==> src/rtl/mcwo_pkg.sv <==
// Package: types and constants of the MIDI controlled wave oscillator.
`default_nettype none

package mcwo_pkg;

  localparam int unsigned SAMPLE_RATE = 48000;
  localparam int unsigned SINE_DEPTH  = 1024;
  localparam int unsigned SINE_KEEP   = $clog2(SINE_DEPTH);
  localparam logic [15:0] SINE_MASK   = 16'(32'hFFFF << (16 - SINE_KEEP));

  localparam int unsigned QDEPTH = 4;
  localparam int unsigned QPTR_W = $clog2(QDEPTH);
  localparam int unsigned QCNT_W = $clog2(QDEPTH + 1);

  localparam logic [7:0] STATUS_CC     = 8'hB0;
  localparam logic [3:0] TYPE_NOTE_OFF = 4'h8;
  localparam logic [3:0] TYPE_PROGRAM  = 4'hC;

  localparam logic [3:0] CC_WAVE   = 4'd1;
  localparam logic [3:0] CC_PULSE  = 4'd2;
  localparam logic [3:0] CC_DEPTH  = 4'd3;
  localparam logic [3:0] CC_VOLUME = 4'd4;

  // Smallest controller values that give wave codes one and two (value*3/127).
  localparam logic [6:0] WAVE_STEP1 = 7'((127 + 2) / 3);
  localparam logic [6:0] WAVE_STEP2 = 7'((2 * 127 + 2) / 3);
  localparam logic [6:0] CTRL_MAX   = 7'd127;

  localparam logic [6:0] NOTE_RESET   = 7'd69;
  localparam logic [6:0] PULSE_RESET  = 7'd64;
  localparam logic [6:0] VOLUME_RESET = 7'd64;

  // Octave-zero note frequencies, Q16.16 Hz.
  localparam logic [19:0] OCTAVE_HZ_Q16 [12] = '{
    20'd535809, 20'd567670, 20'd601425, 20'd637188, 20'd675077, 20'd715219,
    20'd757749, 20'd802807, 20'd850544, 20'd901120, 20'd954703, 20'd1011473
  };

  localparam logic [63:0] INV_TWO_PI_Q32 = 64'd683565276;

  // Quarter-wave sine polynomial coefficients, Q30.
  localparam logic [30:0] SIN_A = 31'd1686629713;
  localparam logic [29:0] SIN_B = 30'd688904866;
  localparam logic [26:0] SIN_C = 27'd76016977;

  // floor(2^24 / 127): reciprocal for the divide by 127.
  localparam logic [17:0] RECIP_127 = 18'd132104;
  localparam int unsigned RECIP_SHIFT = 24;

  typedef enum logic [1:0] {
    WAVE_SINE,
    WAVE_TRI,
    WAVE_SAW,
    WAVE_SQUARE
  } wave_t;

  typedef enum logic [2:0] {
    OP_WAVE,
    OP_PULSE,
    OP_DEPTH,
    OP_VOLUME,
    OP_NOTE,
    OP_PROGRAM,
    OP_SAMPLE
  } op_t;

  typedef struct packed {
    op_t        op;
    logic [6:0] val;
  } item_t;

  typedef enum logic [3:0] {
    ST_IDLE,
    ST_ZZ,
    ST_T1,
    ST_T2,
    ST_TR,
    ST_TQ,
    ST_RING,
    ST_BLEND,
    ST_DIVA,
    ST_DIVB,
    ST_VOL,
    ST_OUT
  } seq_state_t;

endpackage

`default_nettype wire

==> src/rtl/midi_controlled_wave_oscillator_core.sv <==
// Top level: MIDI controlled direct-digital multi-waveform oscillator.
//
//   channel   direction  handshake        payload
//   input     in         push / full      action, status_byte, data_one, data_two
//   result    out        empty / pop      sample_out (signed Q1.15)
//
// The decoder classifies each transaction in the cycle it is accepted and drops
// MIDI messages that change nothing; a four-entry command queue holds the rest.
// The sequencer takes one command at a time and applies a MIDI command in its idle step.
// For a sample, one shared 32x19 multiplier runs the sine polynomial (five steps
// per sine, up to two sines), the ring blend and the divide-by-127 steps for
// blend and volume, one product per cycle.
// Synchronous reset empties both queues and restores the settings.
// A stalled result holds the sequencer in its output step; the command queue
// keeps taking transactions until it fills.
`default_nettype none

module midi_controlled_wave_oscillator_core #(
  parameter int unsigned PHASE_BITS = 32
) (
  input  logic               clk,
  input  logic               rst,
  input  logic               push,
  output logic               full,
  input  logic               action,
  input  logic [7:0]         status_byte,
  input  logic [6:0]         data_one,
  input  logic [6:0]         data_two,
  output logic               empty,
  input  logic               pop,
  output logic signed [15:0] sample_out
);

  logic            q_wr;
  mcwo_pkg::item_t q_wr_entry;
  logic            q_rd;
  mcwo_pkg::item_t q_rd_entry;
  logic            q_nempty;

  // Classify each accepted transaction; drop MIDI messages with no effect.
  mcwo_front u_front (
    .push        (push),
    .full        (full),
    .action      (action),
    .status_byte (status_byte),
    .data_one    (data_one),
    .data_two    (data_two),
    .wr          (q_wr),
    .entry       (q_wr_entry)
  );

  // Hold commands while the sequencer works on a sample.
  mcwo_queue u_queue (
    .clk      (clk),
    .rst      (rst),
    .wr       (q_wr),
    .wr_entry (q_wr_entry),
    .rd       (q_rd),
    .rd_entry (q_rd_entry),
    .nempty   (q_nempty),
    .full     (full)
  );

  // Apply settings in order and compute samples; advance phases per sample.
  mcwo_back #(
    .PHASE_BITS (PHASE_BITS)
  ) u_back (
    .clk        (clk),
    .rst        (rst),
    .q_nempty   (q_nempty),
    .q_entry    (q_rd_entry),
    .q_rd       (q_rd),
    .pop        (pop),
    .empty      (empty),
    .sample_out (sample_out)
  );

endmodule

`default_nettype wire

==> src/rtl/mcwo_queue.sv <==
// Command queue between the decoder and the sample sequencer.
`default_nettype none

module mcwo_queue (
  input  logic             clk,
  input  logic             rst,
  input  logic             wr,
  input  mcwo_pkg::item_t  wr_entry,
  input  logic             rd,
  output mcwo_pkg::item_t  rd_entry,
  output logic             nempty,
  output logic             full
);

  mcwo_pkg::item_t                   slots [mcwo_pkg::QDEPTH];
  logic [mcwo_pkg::QPTR_W-1:0]       wr_ptr;
  logic [mcwo_pkg::QPTR_W-1:0]       rd_ptr;
  logic [mcwo_pkg::QCNT_W-1:0]       count;

  assign nempty   = (count != '0);
  assign full     = (count == mcwo_pkg::QCNT_W'(mcwo_pkg::QDEPTH));
  assign rd_entry = slots[rd_ptr];

  always_ff @(posedge clk) begin
    if (wr) begin
      slots[wr_ptr] <= wr_entry;
    end
  end

  always_ff @(posedge clk) begin
    if (rst) begin
      wr_ptr <= '0;
      rd_ptr <= '0;
      count  <= '0;
    end else begin
      if (wr) begin
        wr_ptr <= wr_ptr + 1'b1;
      end
      if (rd) begin
        rd_ptr <= rd_ptr + 1'b1;
      end
      case ({wr, rd})
        2'b10:   count <= count + 1'b1;
        2'b01:   count <= count - 1'b1;
        default: count <= count;
      endcase
    end
  end

endmodule

`default_nettype wire

==> src/rtl/mcwo_front.sv <==
// Front end: accept items and classify them into queue commands.
`default_nettype none

module mcwo_front (
  input  logic             push,
  input  logic             full,
  input  logic             action,
  input  logic [7:0]       status_byte,
  input  logic [6:0]       data_one,
  input  logic [6:0]       data_two,
  output logic             wr,
  output mcwo_pkg::item_t  entry
);

  logic          accept;
  mcwo_pkg::wave_t wave_code;

  assign accept = push && !full;

  // value*3/127, truncated
  always_comb begin
    if (data_two == mcwo_pkg::CTRL_MAX) begin
      wave_code = mcwo_pkg::WAVE_SQUARE;
    end else if (data_two >= mcwo_pkg::WAVE_STEP2) begin
      wave_code = mcwo_pkg::WAVE_SAW;
    end else if (data_two >= mcwo_pkg::WAVE_STEP1) begin
      wave_code = mcwo_pkg::WAVE_TRI;
    end else begin
      wave_code = mcwo_pkg::WAVE_SINE;
    end
  end

  // Drop messages that change nothing.
  always_comb begin
    wr        = 1'b0;
    entry.op  = mcwo_pkg::OP_SAMPLE;
    entry.val = data_one;
    if (action) begin
      wr = accept;
    end else if (status_byte == mcwo_pkg::STATUS_CC) begin
      entry.val = data_two;
      case (data_one[3:0])
        mcwo_pkg::CC_WAVE: begin
          wr        = accept;
          entry.op  = mcwo_pkg::OP_WAVE;
          entry.val = {5'b0, wave_code};
        end
        mcwo_pkg::CC_PULSE: begin
          wr       = accept;
          entry.op = mcwo_pkg::OP_PULSE;
        end
        mcwo_pkg::CC_DEPTH: begin
          wr       = accept;
          entry.op = mcwo_pkg::OP_DEPTH;
        end
        mcwo_pkg::CC_VOLUME: begin
          wr       = accept;
          entry.op = mcwo_pkg::OP_VOLUME;
        end
        default: wr = 1'b0;
      endcase
    end else if (status_byte[7:4] == mcwo_pkg::TYPE_NOTE_OFF) begin
      wr       = accept;
      entry.op = mcwo_pkg::OP_NOTE;
    end else if (status_byte[7:4] == mcwo_pkg::TYPE_PROGRAM) begin
      wr       = accept;
      entry.op = mcwo_pkg::OP_PROGRAM;
    end
  end

endmodule

`default_nettype wire

==> src/rtl/mcwo_back.sv <==
// Back end: settings, phase accumulators and the shared-multiplier sample sequencer.
`default_nettype none

module mcwo_back #(
  parameter int unsigned PHASE_BITS = 32
) (
  input  logic                clk,
  input  logic                rst,
  input  logic                q_nempty,
  input  mcwo_pkg::item_t     q_entry,
  output logic                q_rd,
  input  logic                pop,
  output logic                empty,
  output logic signed [15:0]  sample_out
);

  typedef struct packed {
    logic [16:0] z;
    logic        neg;
  } fold_t;

  function automatic fold_t sine_fold(input logic [15:0] f);
    logic [15:0] a;
    fold_t       r;
    a     = f & mcwo_pkg::SINE_MASK;
    r.z   = {1'b0, a[13:0], 2'b00};
    if (a[14]) begin
      r.z = 17'h10000 - r.z;
    end
    r.neg = a[15];
    return r;
  endfunction

  // Phase increments per note, worked out at elaboration.
  logic [PHASE_BITS-1:0] inc_tab  [128];
  logic [PHASE_BITS-1:0] minc_tab [128];

  for (genvar g = 0; g < 128; g++) begin : g_inc
    localparam logic [63:0] BASE = 64'(mcwo_pkg::OCTAVE_HZ_Q16[g % 12]);
    localparam int unsigned SH = g / 12 + PHASE_BITS - 16;
    localparam logic [63:0] INC =
      ((BASE << SH) + 64'(mcwo_pkg::SAMPLE_RATE / 2)) / 64'(mcwo_pkg::SAMPLE_RATE);
    localparam logic [63:0] MINC =
      (((INC >> 16) * mcwo_pkg::INV_TWO_PI_Q32)
       + (((INC & 64'hFFFF) * mcwo_pkg::INV_TWO_PI_Q32) >> 16)) >> 16;
    assign inc_tab[g]  = INC[PHASE_BITS-1:0];
    assign minc_tab[g] = MINC[PHASE_BITS-1:0];
  end

  mcwo_pkg::seq_state_t state, state_next;

  logic [PHASE_BITS-1:0] main_phase;
  logic [PHASE_BITS-1:0] mod_phase;
  logic [6:0]            note_number;
  mcwo_pkg::wave_t       wave_select;
  logic [6:0]            pulse_level;
  logic [6:0]            mod_depth;
  logic [6:0]            volume_level;
  logic [6:0]            program_number;

  logic signed [50:0] prod;
  logic [16:0]        z_reg;
  logic [16:0]        z2_reg;
  logic               neg_reg;
  logic               sine_sel;
  logic               div_sel;
  logic signed [17:0] s_reg;
  logic signed [16:0] m_reg;
  logic [23:0]        ax_reg;
  logic               xneg_reg;
  logic               out_valid;

  logic [15:0]        f_main;
  fold_t              fold_main;
  fold_t              fold_mod;
  logic               wave_is_sine;
  logic signed [17:0] wave_val;
  logic [22:0]        sq_lhs;
  logic [31:0]        r_sum;
  logic [16:0]        q_raw;
  logic [15:0]        q_clip;
  logic signed [16:0] sine_val;
  logic [17:0]        p_val;
  logic signed [18:0] diff;
  logic [24:0]        x_val;
  logic [24:0]        ax_full;
  logic [17:0]        q0;
  logic [24:0]        rem;
  logic [17:0]        q_fix;
  logic signed [18:0] div_res;
  logic signed [18:0] blend_sum;
  logic signed [17:0] vol_sat;
  logic signed [31:0] mul_a;
  logic signed [18:0] mul_b;
  logic               out_load;

  assign f_main       = main_phase[PHASE_BITS-1 -: 16];
  assign fold_main    = sine_fold(f_main);
  assign fold_mod     = sine_fold(mod_phase[PHASE_BITS-1 -: 16]);
  assign wave_is_sine = (program_number == 7'd0) && (wave_select == mcwo_pkg::WAVE_SINE);
  assign sq_lhs       = {f_main, 7'b0} - {7'b0, f_main};

  always_comb begin
    if (program_number != 7'd0) begin
      wave_val = '0;
    end else begin
      case (wave_select)
        mcwo_pkg::WAVE_TRI:
          wave_val = f_main[15] ? (18'sd32768 - $signed({2'b0, f_main}))
                                : $signed({2'b0, f_main});
        mcwo_pkg::WAVE_SAW:
          wave_val = $signed({2'b0, f_main}) - 18'sd32768;
        mcwo_pkg::WAVE_SQUARE:
          wave_val = (sq_lhs > {pulse_level, 16'b0}) ? 18'sd32767 : -18'sd32768;
        default:
          wave_val = '0;
      endcase
    end
  end

  // Round the polynomial to Q1.15, clip and restore the sign.
  assign r_sum    = {1'b0, prod[46:16]} + 32'd16384;
  assign q_raw    = r_sum[31:15];
  assign q_clip   = (q_raw > 17'd32767) ? 16'd32767 : q_raw[15:0];
  assign sine_val = neg_reg ? $signed(17'd0 - {1'b0, q_clip}) : $signed({1'b0, q_clip});

  // Ring product floor-shifted back to Q1.15, minus the dry sample.
  assign p_val = prod[32:15];
  assign diff  = $signed({p_val[17], p_val}) - $signed({s_reg[17], s_reg});

  // Truncating divide by 127: magnitude times reciprocal, then one correction.
  assign x_val     = prod[24:0];
  assign ax_full   = x_val[24] ? (25'd0 - x_val) : x_val;
  assign q0        = prod[41:24];
  assign rem       = {1'b0, ax_reg} - ({q0, 7'b0} - {7'b0, q0});
  assign q_fix     = (rem >= 25'd127) ? (q0 + 18'd1) : q0;
  assign div_res   = xneg_reg ? $signed(19'd0 - {1'b0, q_fix}) : $signed({1'b0, q_fix});
  assign blend_sum = $signed({s_reg[17], s_reg}) + div_res;

  always_comb begin
    if (div_res > 19'sd32767) begin
      vol_sat = 18'sd32767;
    end else if (div_res < -19'sd32768) begin
      vol_sat = -18'sd32768;
    end else begin
      vol_sat = div_res[17:0];
    end
  end

  // Operand select for the one shared multiplier.
  always_comb begin
    mul_a = '0;
    mul_b = '0;
    case (state)
      mcwo_pkg::ST_ZZ: begin
        mul_a = {15'b0, z_reg};
        mul_b = {2'b0, z_reg};
      end
      mcwo_pkg::ST_T1: begin
        mul_a = {5'b0, mcwo_pkg::SIN_C};
        mul_b = {2'b0, prod[32:16]};
      end
      mcwo_pkg::ST_T2: begin
        mul_a = {2'b0, mcwo_pkg::SIN_B - {3'b0, prod[42:16]}};
        mul_b = {2'b0, z2_reg};
      end
      mcwo_pkg::ST_TR: begin
        mul_a = {1'b0, mcwo_pkg::SIN_A - {1'b0, prod[45:16]}};
        mul_b = {2'b0, z_reg};
      end
      mcwo_pkg::ST_RING: begin
        mul_a = {{14{s_reg[17]}}, s_reg};
        mul_b = {{2{m_reg[16]}}, m_reg};
      end
      mcwo_pkg::ST_BLEND: begin
        mul_a = {{13{diff[18]}}, diff};
        mul_b = {12'b0, mod_depth};
      end
      mcwo_pkg::ST_DIVA: begin
        mul_a = {8'b0, ax_full[23:0]};
        mul_b = {1'b0, mcwo_pkg::RECIP_127};
      end
      mcwo_pkg::ST_VOL: begin
        mul_a = {{14{s_reg[17]}}, s_reg};
        mul_b = {12'b0, volume_level};
      end
      default: begin
        mul_a = '0;
        mul_b = '0;
      end
    endcase
  end

  assign empty    = !out_valid;
  assign out_load = (state == mcwo_pkg::ST_OUT) && (!out_valid || pop);

  always_ff @(posedge clk) begin
    if (rst) begin
      state <= mcwo_pkg::ST_IDLE;
    end else begin
      state <= state_next;
    end
  end

  always_comb begin
    state_next = state;
    q_rd       = 1'b0;
    case (state)
      mcwo_pkg::ST_IDLE: begin
        if (q_nempty) begin
          q_rd = 1'b1;
          if (q_entry.op == mcwo_pkg::OP_SAMPLE) begin
            if (wave_is_sine || (mod_depth != 7'd0)) begin
              state_next = mcwo_pkg::ST_ZZ;
            end else begin
              state_next = mcwo_pkg::ST_VOL;
            end
          end
        end
      end
      mcwo_pkg::ST_ZZ:   state_next = mcwo_pkg::ST_T1;
      mcwo_pkg::ST_T1:   state_next = mcwo_pkg::ST_T2;
      mcwo_pkg::ST_T2:   state_next = mcwo_pkg::ST_TR;
      mcwo_pkg::ST_TR:   state_next = mcwo_pkg::ST_TQ;
      mcwo_pkg::ST_TQ: begin
        if (sine_sel) begin
          state_next = mcwo_pkg::ST_RING;
        end else if (mod_depth != 7'd0) begin
          state_next = mcwo_pkg::ST_ZZ;
        end else begin
          state_next = mcwo_pkg::ST_VOL;
        end
      end
      mcwo_pkg::ST_RING:  state_next = mcwo_pkg::ST_BLEND;
      mcwo_pkg::ST_BLEND: state_next = mcwo_pkg::ST_DIVA;
      mcwo_pkg::ST_DIVA:  state_next = mcwo_pkg::ST_DIVB;
      mcwo_pkg::ST_DIVB:  state_next = div_sel ? mcwo_pkg::ST_OUT : mcwo_pkg::ST_VOL;
      mcwo_pkg::ST_VOL:   state_next = mcwo_pkg::ST_DIVA;
      mcwo_pkg::ST_OUT: begin
        if (!out_valid || pop) begin
          state_next = mcwo_pkg::ST_IDLE;
        end
      end
      default: state_next = mcwo_pkg::ST_IDLE;
    endcase
  end

  // Settings, phases and result flag.
  always_ff @(posedge clk) begin
    if (rst) begin
      main_phase     <= '0;
      mod_phase      <= '0;
      note_number    <= mcwo_pkg::NOTE_RESET;
      wave_select    <= mcwo_pkg::WAVE_SINE;
      pulse_level    <= mcwo_pkg::PULSE_RESET;
      mod_depth      <= '0;
      volume_level   <= mcwo_pkg::VOLUME_RESET;
      program_number <= '0;
      out_valid      <= 1'b0;
    end else begin
      if ((state == mcwo_pkg::ST_IDLE) && q_nempty) begin
        case (q_entry.op)
          mcwo_pkg::OP_WAVE:    wave_select    <= mcwo_pkg::wave_t'(q_entry.val[1:0]);
          mcwo_pkg::OP_PULSE:   pulse_level    <= q_entry.val;
          mcwo_pkg::OP_DEPTH:   mod_depth      <= q_entry.val;
          mcwo_pkg::OP_VOLUME:  volume_level   <= q_entry.val;
          mcwo_pkg::OP_NOTE:    note_number    <= q_entry.val;
          mcwo_pkg::OP_PROGRAM: program_number <= q_entry.val;
          default: ;
        endcase
      end
      if (pop && out_valid) begin
        out_valid <= 1'b0;
      end
      if (out_load) begin
        out_valid  <= 1'b1;
        main_phase <= main_phase + inc_tab[note_number];
        mod_phase  <= mod_phase + minc_tab[note_number];
      end
    end
  end

  // Datapath registers.
  always_ff @(posedge clk) begin
    case (state)
      mcwo_pkg::ST_ZZ,
      mcwo_pkg::ST_T2,
      mcwo_pkg::ST_TR,
      mcwo_pkg::ST_RING,
      mcwo_pkg::ST_BLEND,
      mcwo_pkg::ST_VOL:  prod <= mul_a * mul_b;
      mcwo_pkg::ST_T1: begin
        prod   <= mul_a * mul_b;
        z2_reg <= prod[32:16];
      end
      mcwo_pkg::ST_DIVA: begin
        prod     <= mul_a * mul_b;
        ax_reg   <= ax_full[23:0];
        xneg_reg <= x_val[24];
      end
      default: ;
    endcase

    if ((state == mcwo_pkg::ST_IDLE) && q_nempty) begin
      div_sel <= 1'b0;
      if (wave_is_sine) begin
        z_reg    <= fold_main.z;
        neg_reg  <= fold_main.neg;
        sine_sel <= 1'b0;
      end else begin
        s_reg    <= wave_val;
        z_reg    <= fold_mod.z;
        neg_reg  <= fold_mod.neg;
        sine_sel <= 1'b1;
      end
    end

    if (state == mcwo_pkg::ST_TQ) begin
      if (sine_sel) begin
        m_reg <= sine_val;
      end else begin
        s_reg    <= {sine_val[16], sine_val};
        z_reg    <= fold_mod.z;
        neg_reg  <= fold_mod.neg;
        sine_sel <= 1'b1;
      end
    end

    if (state == mcwo_pkg::ST_VOL) begin
      div_sel <= 1'b1;
    end

    if (state == mcwo_pkg::ST_DIVB) begin
      s_reg <= div_sel ? vol_sat : blend_sum[17:0];
    end

    if (out_load) begin
      sample_out <= s_reg[15:0];
    end
  end

endmodule

`default_nettype wire

==> config.mk <==
export PLATFORM = sky130hd
export DESIGN_NAME = midi_controlled_wave_oscillator_core
export DESIGN_NICKNAME = d
export VERILOG_FILES = /design/src/rtl/mcwo_pkg.sv /design/src/rtl/midi_controlled_wave_oscillator_core.sv /design/src/rtl/mcwo_queue.sv /design/src/rtl/mcwo_front.sv /design/src/rtl/mcwo_back.sv
export SDC_FILE = /design/constraint.sdc
export NUM_CORES = 2
export LEC_CHECK = 0
export BUFFER_PORTS_ARGS = -buffer_cell sky130_fd_sc_hd__buf_4
export CORE_MARGIN = 3
export CORE_UTILIZATION = 50
export DETAILED_ROUTE_END_ITERATION = 7
export PLACE_DENSITY = 0.65
export SKIP_CTS_REPAIR_TIMING = 1
export SLEW_MARGIN = 20
export SYNTH_ARGS = -nofsm -noshare
export SYNTH_HDL_FRONTEND = slang
export SYNTH_HIERARCHICAL = 1
export SYNTH_SLANG_ARGS = --single-unit
==> constraint.sdc <==
create_clock -name clk -period 32.8 [get_ports clk]
set_input_delay 6.56 -clock clk [delete_from_list [all_inputs] [get_ports clk]]
set_output_delay 6.56 -clock clk [all_outputs]
set_load 0.1 [all_outputs]
# --- After elaboration in Yosys (flattened, before gate mapping) ---
# Memory sizes are Yosys's and may differ from the RTL's. A register that Yosys moved wholly into a read port is not among the register bits.
# Index checks and enable logic that the tools add are counted.
word_totals:
  register_bits: 273
  ramBits: 40
  mem_bits_ro: 8192
  output_inout_bits: 18
  memories: 3
mem_list:
  columns: ["memory", "depth", "width", "read_ports", "rd_ports_with_merged_regs", "wr", "line_no", "source"]
  rows:
  - ["(name not given)", 128, 32, 1, 0, 0, "mcwo_back.sv:277", "main_phase <= main_phase + inc_tab[note_number];"]
  - ["(name not given)", 128, 32, 1, 0, 0, "mcwo_back.sv:278", "mod_phase <= mod_phase + minc_tab[note_number];"]
  - ["u_queue.slots", 4, 10, 1, 1, 1, "mcwo_queue.sv:15", "mcwo_pkg::item_t slots [mcwo_pkg::QDEPTH];"]
classes:
  add_sub_neg: 22
  multipliers: 1
  n_lt_le_gt_ge: 8
  eq_ne: 34
  n_mux: 69
  n_bitwise: 1
  n_reduce_logical: 31
op_table:
  columns: ["op", "count"]
  rows:
  - ["$pmux 32 s7", 1]
  - ["$mux 18", 12]
  - ["$pmux 19 s7", 1]
  - ["$mux 32", 4]
  - ["$mux 17", 7]
  - ["$add 32x32->32", 2]
  - ["$pmux 18 s3", 1]
  - ["$mul 32x19->47", 1]
  - ["$pmux 4 s11", 1]
  - ["$sub 17x16->17 const A", 2]
  - ["$add 31x15->32 const B", 1]
  - ["$sub 31x30->31 const A", 1]
  - ["$sub 30x27->30 const A", 1]
  - ["$ge 25x7->1 const B", 1]
  - ["$sub 24x25->25", 1]
  - ["$sub 25x18->25", 1]
  - ["$eq 4x4->1 const B", 6]
  - ["$mux 24", 1]
  - ["$mux 4", 6]
  - ["$sub 1x24->24 const A", 1]
  - ["$gt 23x23->1", 1]
  - ["$sub 23x16->23", 1]
  - ["$mux 1", 21]
  - ["$eq 4x3->1 const B", 5]
  - ["other kinds (51)", 86]

# --- Depth between registers and ports, before layout ---
depth:
  depth_word: 11
  ltp_mapped: 46

# --- Hierarchy ---
# Netlist, hierarchy kept.
by_module_without_submodules:
  columns: ["module", "n_inst", "cells_each", "area_per_inst_um2"]
  rows:
  - ["mcwo_back", 1, 5912, 46706.0]
  - ["mcwo_queue", 1, 95, 1869.3]
  - ["mcwo_front", 1, 54, 312.8]

# --- Worst setup path before layout ---
# Ideal clock, no wire load.
synth_timing:
  path_kind: "flip-flop to flip-flop"
  startpoint: "register u_back.prod[17]"
  endpoint: "register u_back.prod[44], data pin"
  setup_ns: 0.258
  t_arrival_ns: 10.401
  required_time_ns: 32.542
  setup_slack_ns: 22.141
  path_stages_with_launch: 43
  n_path_buf: 1
  period_less_slack_ns: 10.659
  path_cell_list: "edfxtp_1 > ha_1 > nor2b_1 > o21ai_0 > a21oi_1 > o21ai_0 > nand2b_1 > a21o_1 > a21oi_1 > a2bb2oi_1 > a211o_1 > o21ai_0 > o311ai_0 > nand2_1 > o211ai_1 > clkbuf_1 > nand2_1 > fa_1 > (+7 left out) > fa_1 > inv_1 > fa_1 > inv_1 > ha_1 > a21o_1 > a2111oi_0 > a21oi_1 > o41a_1 > a211o_1 > o41a_1 > and4_1 > o31ai_1 > a2bb2oi_1 > a21oi_1 > o21a_1 > nor2_1 > xnor2_1"
synth_via:
  elab_chain_len: 4
synth_lines:
  columns: ["item", "line_no", "source"]
  rows:
  - ["from (decl)", "mcwo_back.sv:61", "logic signed [50:0] prod;"]
  - ["from (signal assigned)", "mcwo_back.sv:291", "mcwo_pkg::ST_VOL: prod <= mul_a * mul_b;"]
  - ["from (signal assigned)", "mcwo_back.sv:293", "prod <= mul_a * mul_b;"]
  - ["from (signal assigned)", "mcwo_back.sv:297", "prod <= mul_a * mul_b;"]
  - ["$sub 1x24->24", "mcwo_back.sv:133", "assign ax_full = x_val[24] ? (25'd0 - x_val) : x_val;"]
  - ["$mux 24", "mcwo_back.sv:133", null]
  - ["$pmux 32 s7", "mcwo_back.sv:154", "case (state)"]
  - ["$mul 32x19->47 (*)", "mcwo_back.sv:291, mcwo_back.sv:293, mcwo_back.sv:297", null]
# Mark *: on every way between the ends. The rest lies on a longest branch, timed or not.
# A chain may end at the register's enable or synchronous reset.

# --- Final worst setup path ---
layout_timing:
  startpoint: "register u_back.prod[17]"
  endpoint: "register u_back.prod[43], data pin"
# Same word-level chain as after synthesis.

==> run_results.csv <==
group,metric,value,unit
timing,fin_ws,20.70,ns
global_route,grt_overflow,0,
timing,hold_viol_final,0,
logic_synthesis,yosysWarnings,6,
pwr,p_per_area,63.3,mW/mm2
global_route,grt_pass1_wl,259,mm
detailed_routing,vias,44300,
timing,fin_setup_tns,0,ns
clock_tree,path_clk_slew,0.07,ns
clock_tree,root_buffer,"clkbuf_16",
logic_synthesis,synth_enable_flop_cells,162,
pwr,comb_power_share,67.0,%
detailed_routing,route.detailed.drc,1,
pwr,p_int,1.50,mW
critical_path,worstSetupStartpoint,"u_back/prod[17]",
clock_tree,cts_tree,"built",
timing,fmax,0.0826,GHz
logic_synthesis,synth_top_area_share,23.5,%
status,outcome,"finished, violations left",
pwr,power.leakage,23.0,nW
timing,relSlewSlack,17.0,%
pwr,p_sw,1.76,mW
pwr,p_seq_share,19.1,%
cells_and_area,finalNetCount,6794,
timing,min_period,12.10,ns
min_path,hold_path_class,"flop to flop",
timing,tightest_slew,1.24,ns
timing,rsz0062_at_grt,"no",
critical_path,max_stage_delay,0.76,ns
critical_path,cp-start-kind,"flop",
floorplanning,die_h,319,um
logic_synthesis,ys_seq_area_share,16.2,%
critical_path,cp.arrival,12.40,ns
timing,drv_slew,0,
global_route,antenna_found_initial,3,
pwr,vdd_drop_max,0.0461,mV
logic_synthesis,async_reset_ff_share,0,%
logic_synthesis,synth_cell_types,102,
pwr,pwr-share-clk,13.9,%
detailed_routing,wirelength,169,mm
critical_path,critPathRequiredTime,33.10,ns
critical_path,ff2ff_path_depth,43,
floorplanning,design.core.area,0.0969,mm2
place,dp_hpwl,130,mm
critical_path,r2r_slack,20.70,ns
cells_and_area,largest_reg_flops,47,
detailed_routing,first_pass_iters,8,
detailed_routing,vias_per_cell,6.16,
floorplanning,row_count,114,
logic_synthesis,ys.flop_type,"edfxtp_1",
critical_path,setup.worst_path.class,"flop to flop",
logic_synthesis,synthCells,6061,
clock_tree,clock_path_buffers,3,
place,io_buffer_count,44,
critical_path,cp_slowest_cell,"o311ai_0",
timing,fin_worst_skew,0.0262,ns
status,violations,"design-rule violations",
min_path,min-delay-start,"u_back/mod_phase[9]",
pwr,netSwitchingFraction,53.9,%
logic_synthesis,syn_nets,6969,
global_route,track_usage,32.9,%
floorplanning,die_x,319,um
floorplanning,io-pin-count,45,
cells_and_area,drive_gt1_share,5.43,%
timing,fin_crit_sh,36.9,%
critical_path,rr_startpoint,"u_back/prod[17]",
clock_tree,cts_buffers,38,
cells_and_area,top_register,"u_back/prod",
pwr,p_total,3.26,mW
logic_synthesis,yosys.area.top_type,"fa_1",
global_route,grt_pass1_vias,42900,
clock_tree,cts.sinks,315,
detailed_routing,first_iter_violations,5357,
clock_tree,htreeDepth,2,
global_route,grt_max_degree,90,
logic_synthesis,synth_seq_cells,315,
cells_and_area,reg_top3,"u_back/prod: 47 flops, u_queue/slots: 40 flops",
detailed_routing,drtAntennaViolNets,0,
critical_path,cp_max_fo,19,
logic_synthesis,syn_area,0.0489,mm2
cells_and_area,syn2layout_area_growth,5.54,%
floorplanning,die_area,0.102,mm2
flow_run,maxCapViolations,0,
detailed_routing,wire_per_inst,23.4,um
logic_synthesis,netlist_top_cells_area,"fa_1 (23%), edfxtp_1 (10%), ha_1 (7.9%)",
timing,setup_viol,0,
critical_path,r2r-end,"u_back/prod[43]",
floorplanning,start_util,50.5,%
critical_path,critPathMostFrequentCell,"fa_1",
place,pre_cts_slack,20.90,ns
clock_tree,clk_latency,0.58,ns
logic_synthesis,avgSynthCellArea,8.07,um2
place,gp_congestion,1.04,
critical_path,worstSetupEndpointType,"flop",
critical_path,crit_end,"u_back/prod[43]",
how the worst min path moves through the flow:
stage | to | slack [ns] | cells after the start
final | u_back/mod_phase[9] | 0.46 | 2
after global routing | u_back/mod_phase[15] | 0.47 | 2
after CTS | u_back/mod_phase[15] | 0.46 | 2
after detailed placement | u_back/mod_phase[15] | 0.45 | 2
after global placement | u_back/mod_phase[16] | 0.44 | 2
after floorplan | u_back/volume_level[6] | 0.44 | 1
power by group through the flow:
stage               Sequential, mW  Clock (mW)  Combinational [mW]
finish                       0.624       0.454                2.19
global route                 0.628       0.478                2.37
CTS                          0.619       0.462                2.13
detailed placement           0.627           0                2.12
global placement             0.626           0                2.11
floorplan                    0.551           0                1.52
cells by family after synthesis:
| logic type | share of synthesized area (%) |
|---|---|
| DFF | 16.2 |
| adders and majority gates | 31.3 |
| and+or+nand+nor | 18.3 |
| xor gates and xnor gates | 5.24 |
| buffers and inverters | 8.80 |
| muxes | 2.58 |
| AOI/OAI and AO/OA | 17.5 |
metal layers:
layer	global-route usage, %	vias up	part of all wire (%)
met4	13.7	2	5.0
met2	50.5	2267	44
li1	-	20000	-
met3	7.11	445	10
met5	0	-	0.0077
met1	45.1	21600	41
cell usage in the layout, fill, tap and decap left out, types with 89 or more instances in the layout:
cell type,count
a21oi_1,412
and2_1,99
buf_4,138
dfxtp_1,148
edfxtp_1,162
fa_1,573
ha_1,308
inv_1,771
nand2_1,830
nand3_1,127
nor2_1,527
nor3_1,89
o21ai_0,315
xnor2_1,228
cell usage after synthesis, types with 60 or more instances:
master,instances
and2_1,98
edfxtp_1,162
a21oi_1,412
mux2i_1,61
xor2_1,61
nor3_1,90
xnor2_1,228
fa_1,573
dfxtp_1,153
o21ai_0,316
nor2_1,527
a31oi_1,60
inv_1,772
ha_1,308
clkbuf_1,305
a211oi_1,65
nand2_1,830
nand2b_1,61
nand3_1,128
layout make-up:
type                       count  area, um2
fill                        9225      45300
multi-input combinational   4610      36700
sequential                   315       7940
inverter                     782       2940
tap                         1276       1600
clock buffer                  48       1050
timing repair buffer         139       1050
clock inverter                21        264
antenna                        3       7.51
worst max-delay path: cells and delay by family, from the launching register on:
| kind | cells | cell delay [ns] |
|---|---|---|
| xor gates and xnor gates | 1 | 0.11 |
| buffers and inverters | 6 | 0.57 |
| and+or+nand+nor | 7 | 0.86 |
| DFF | 1 | 0.53 |
| AOI/OAI and AO/OA | 20 | 5.43 |
| adders and majority gates | 9 | 4.32 |
stage by stage:
step	util (%)	instances	hold slack, ns	instance area, um2
CTS	53.3	7191	0.460	51600
floorplan	-	6061	0.435	48900
finish	53.3	7194	0.457	51600
global placement	51.9	7121	0.442	50300
global route	53.3	7191	0.474	51600
detailed placement	51.9	7122	0.450	50300
No activity file was read; power rests on OpenSTA's default activity.
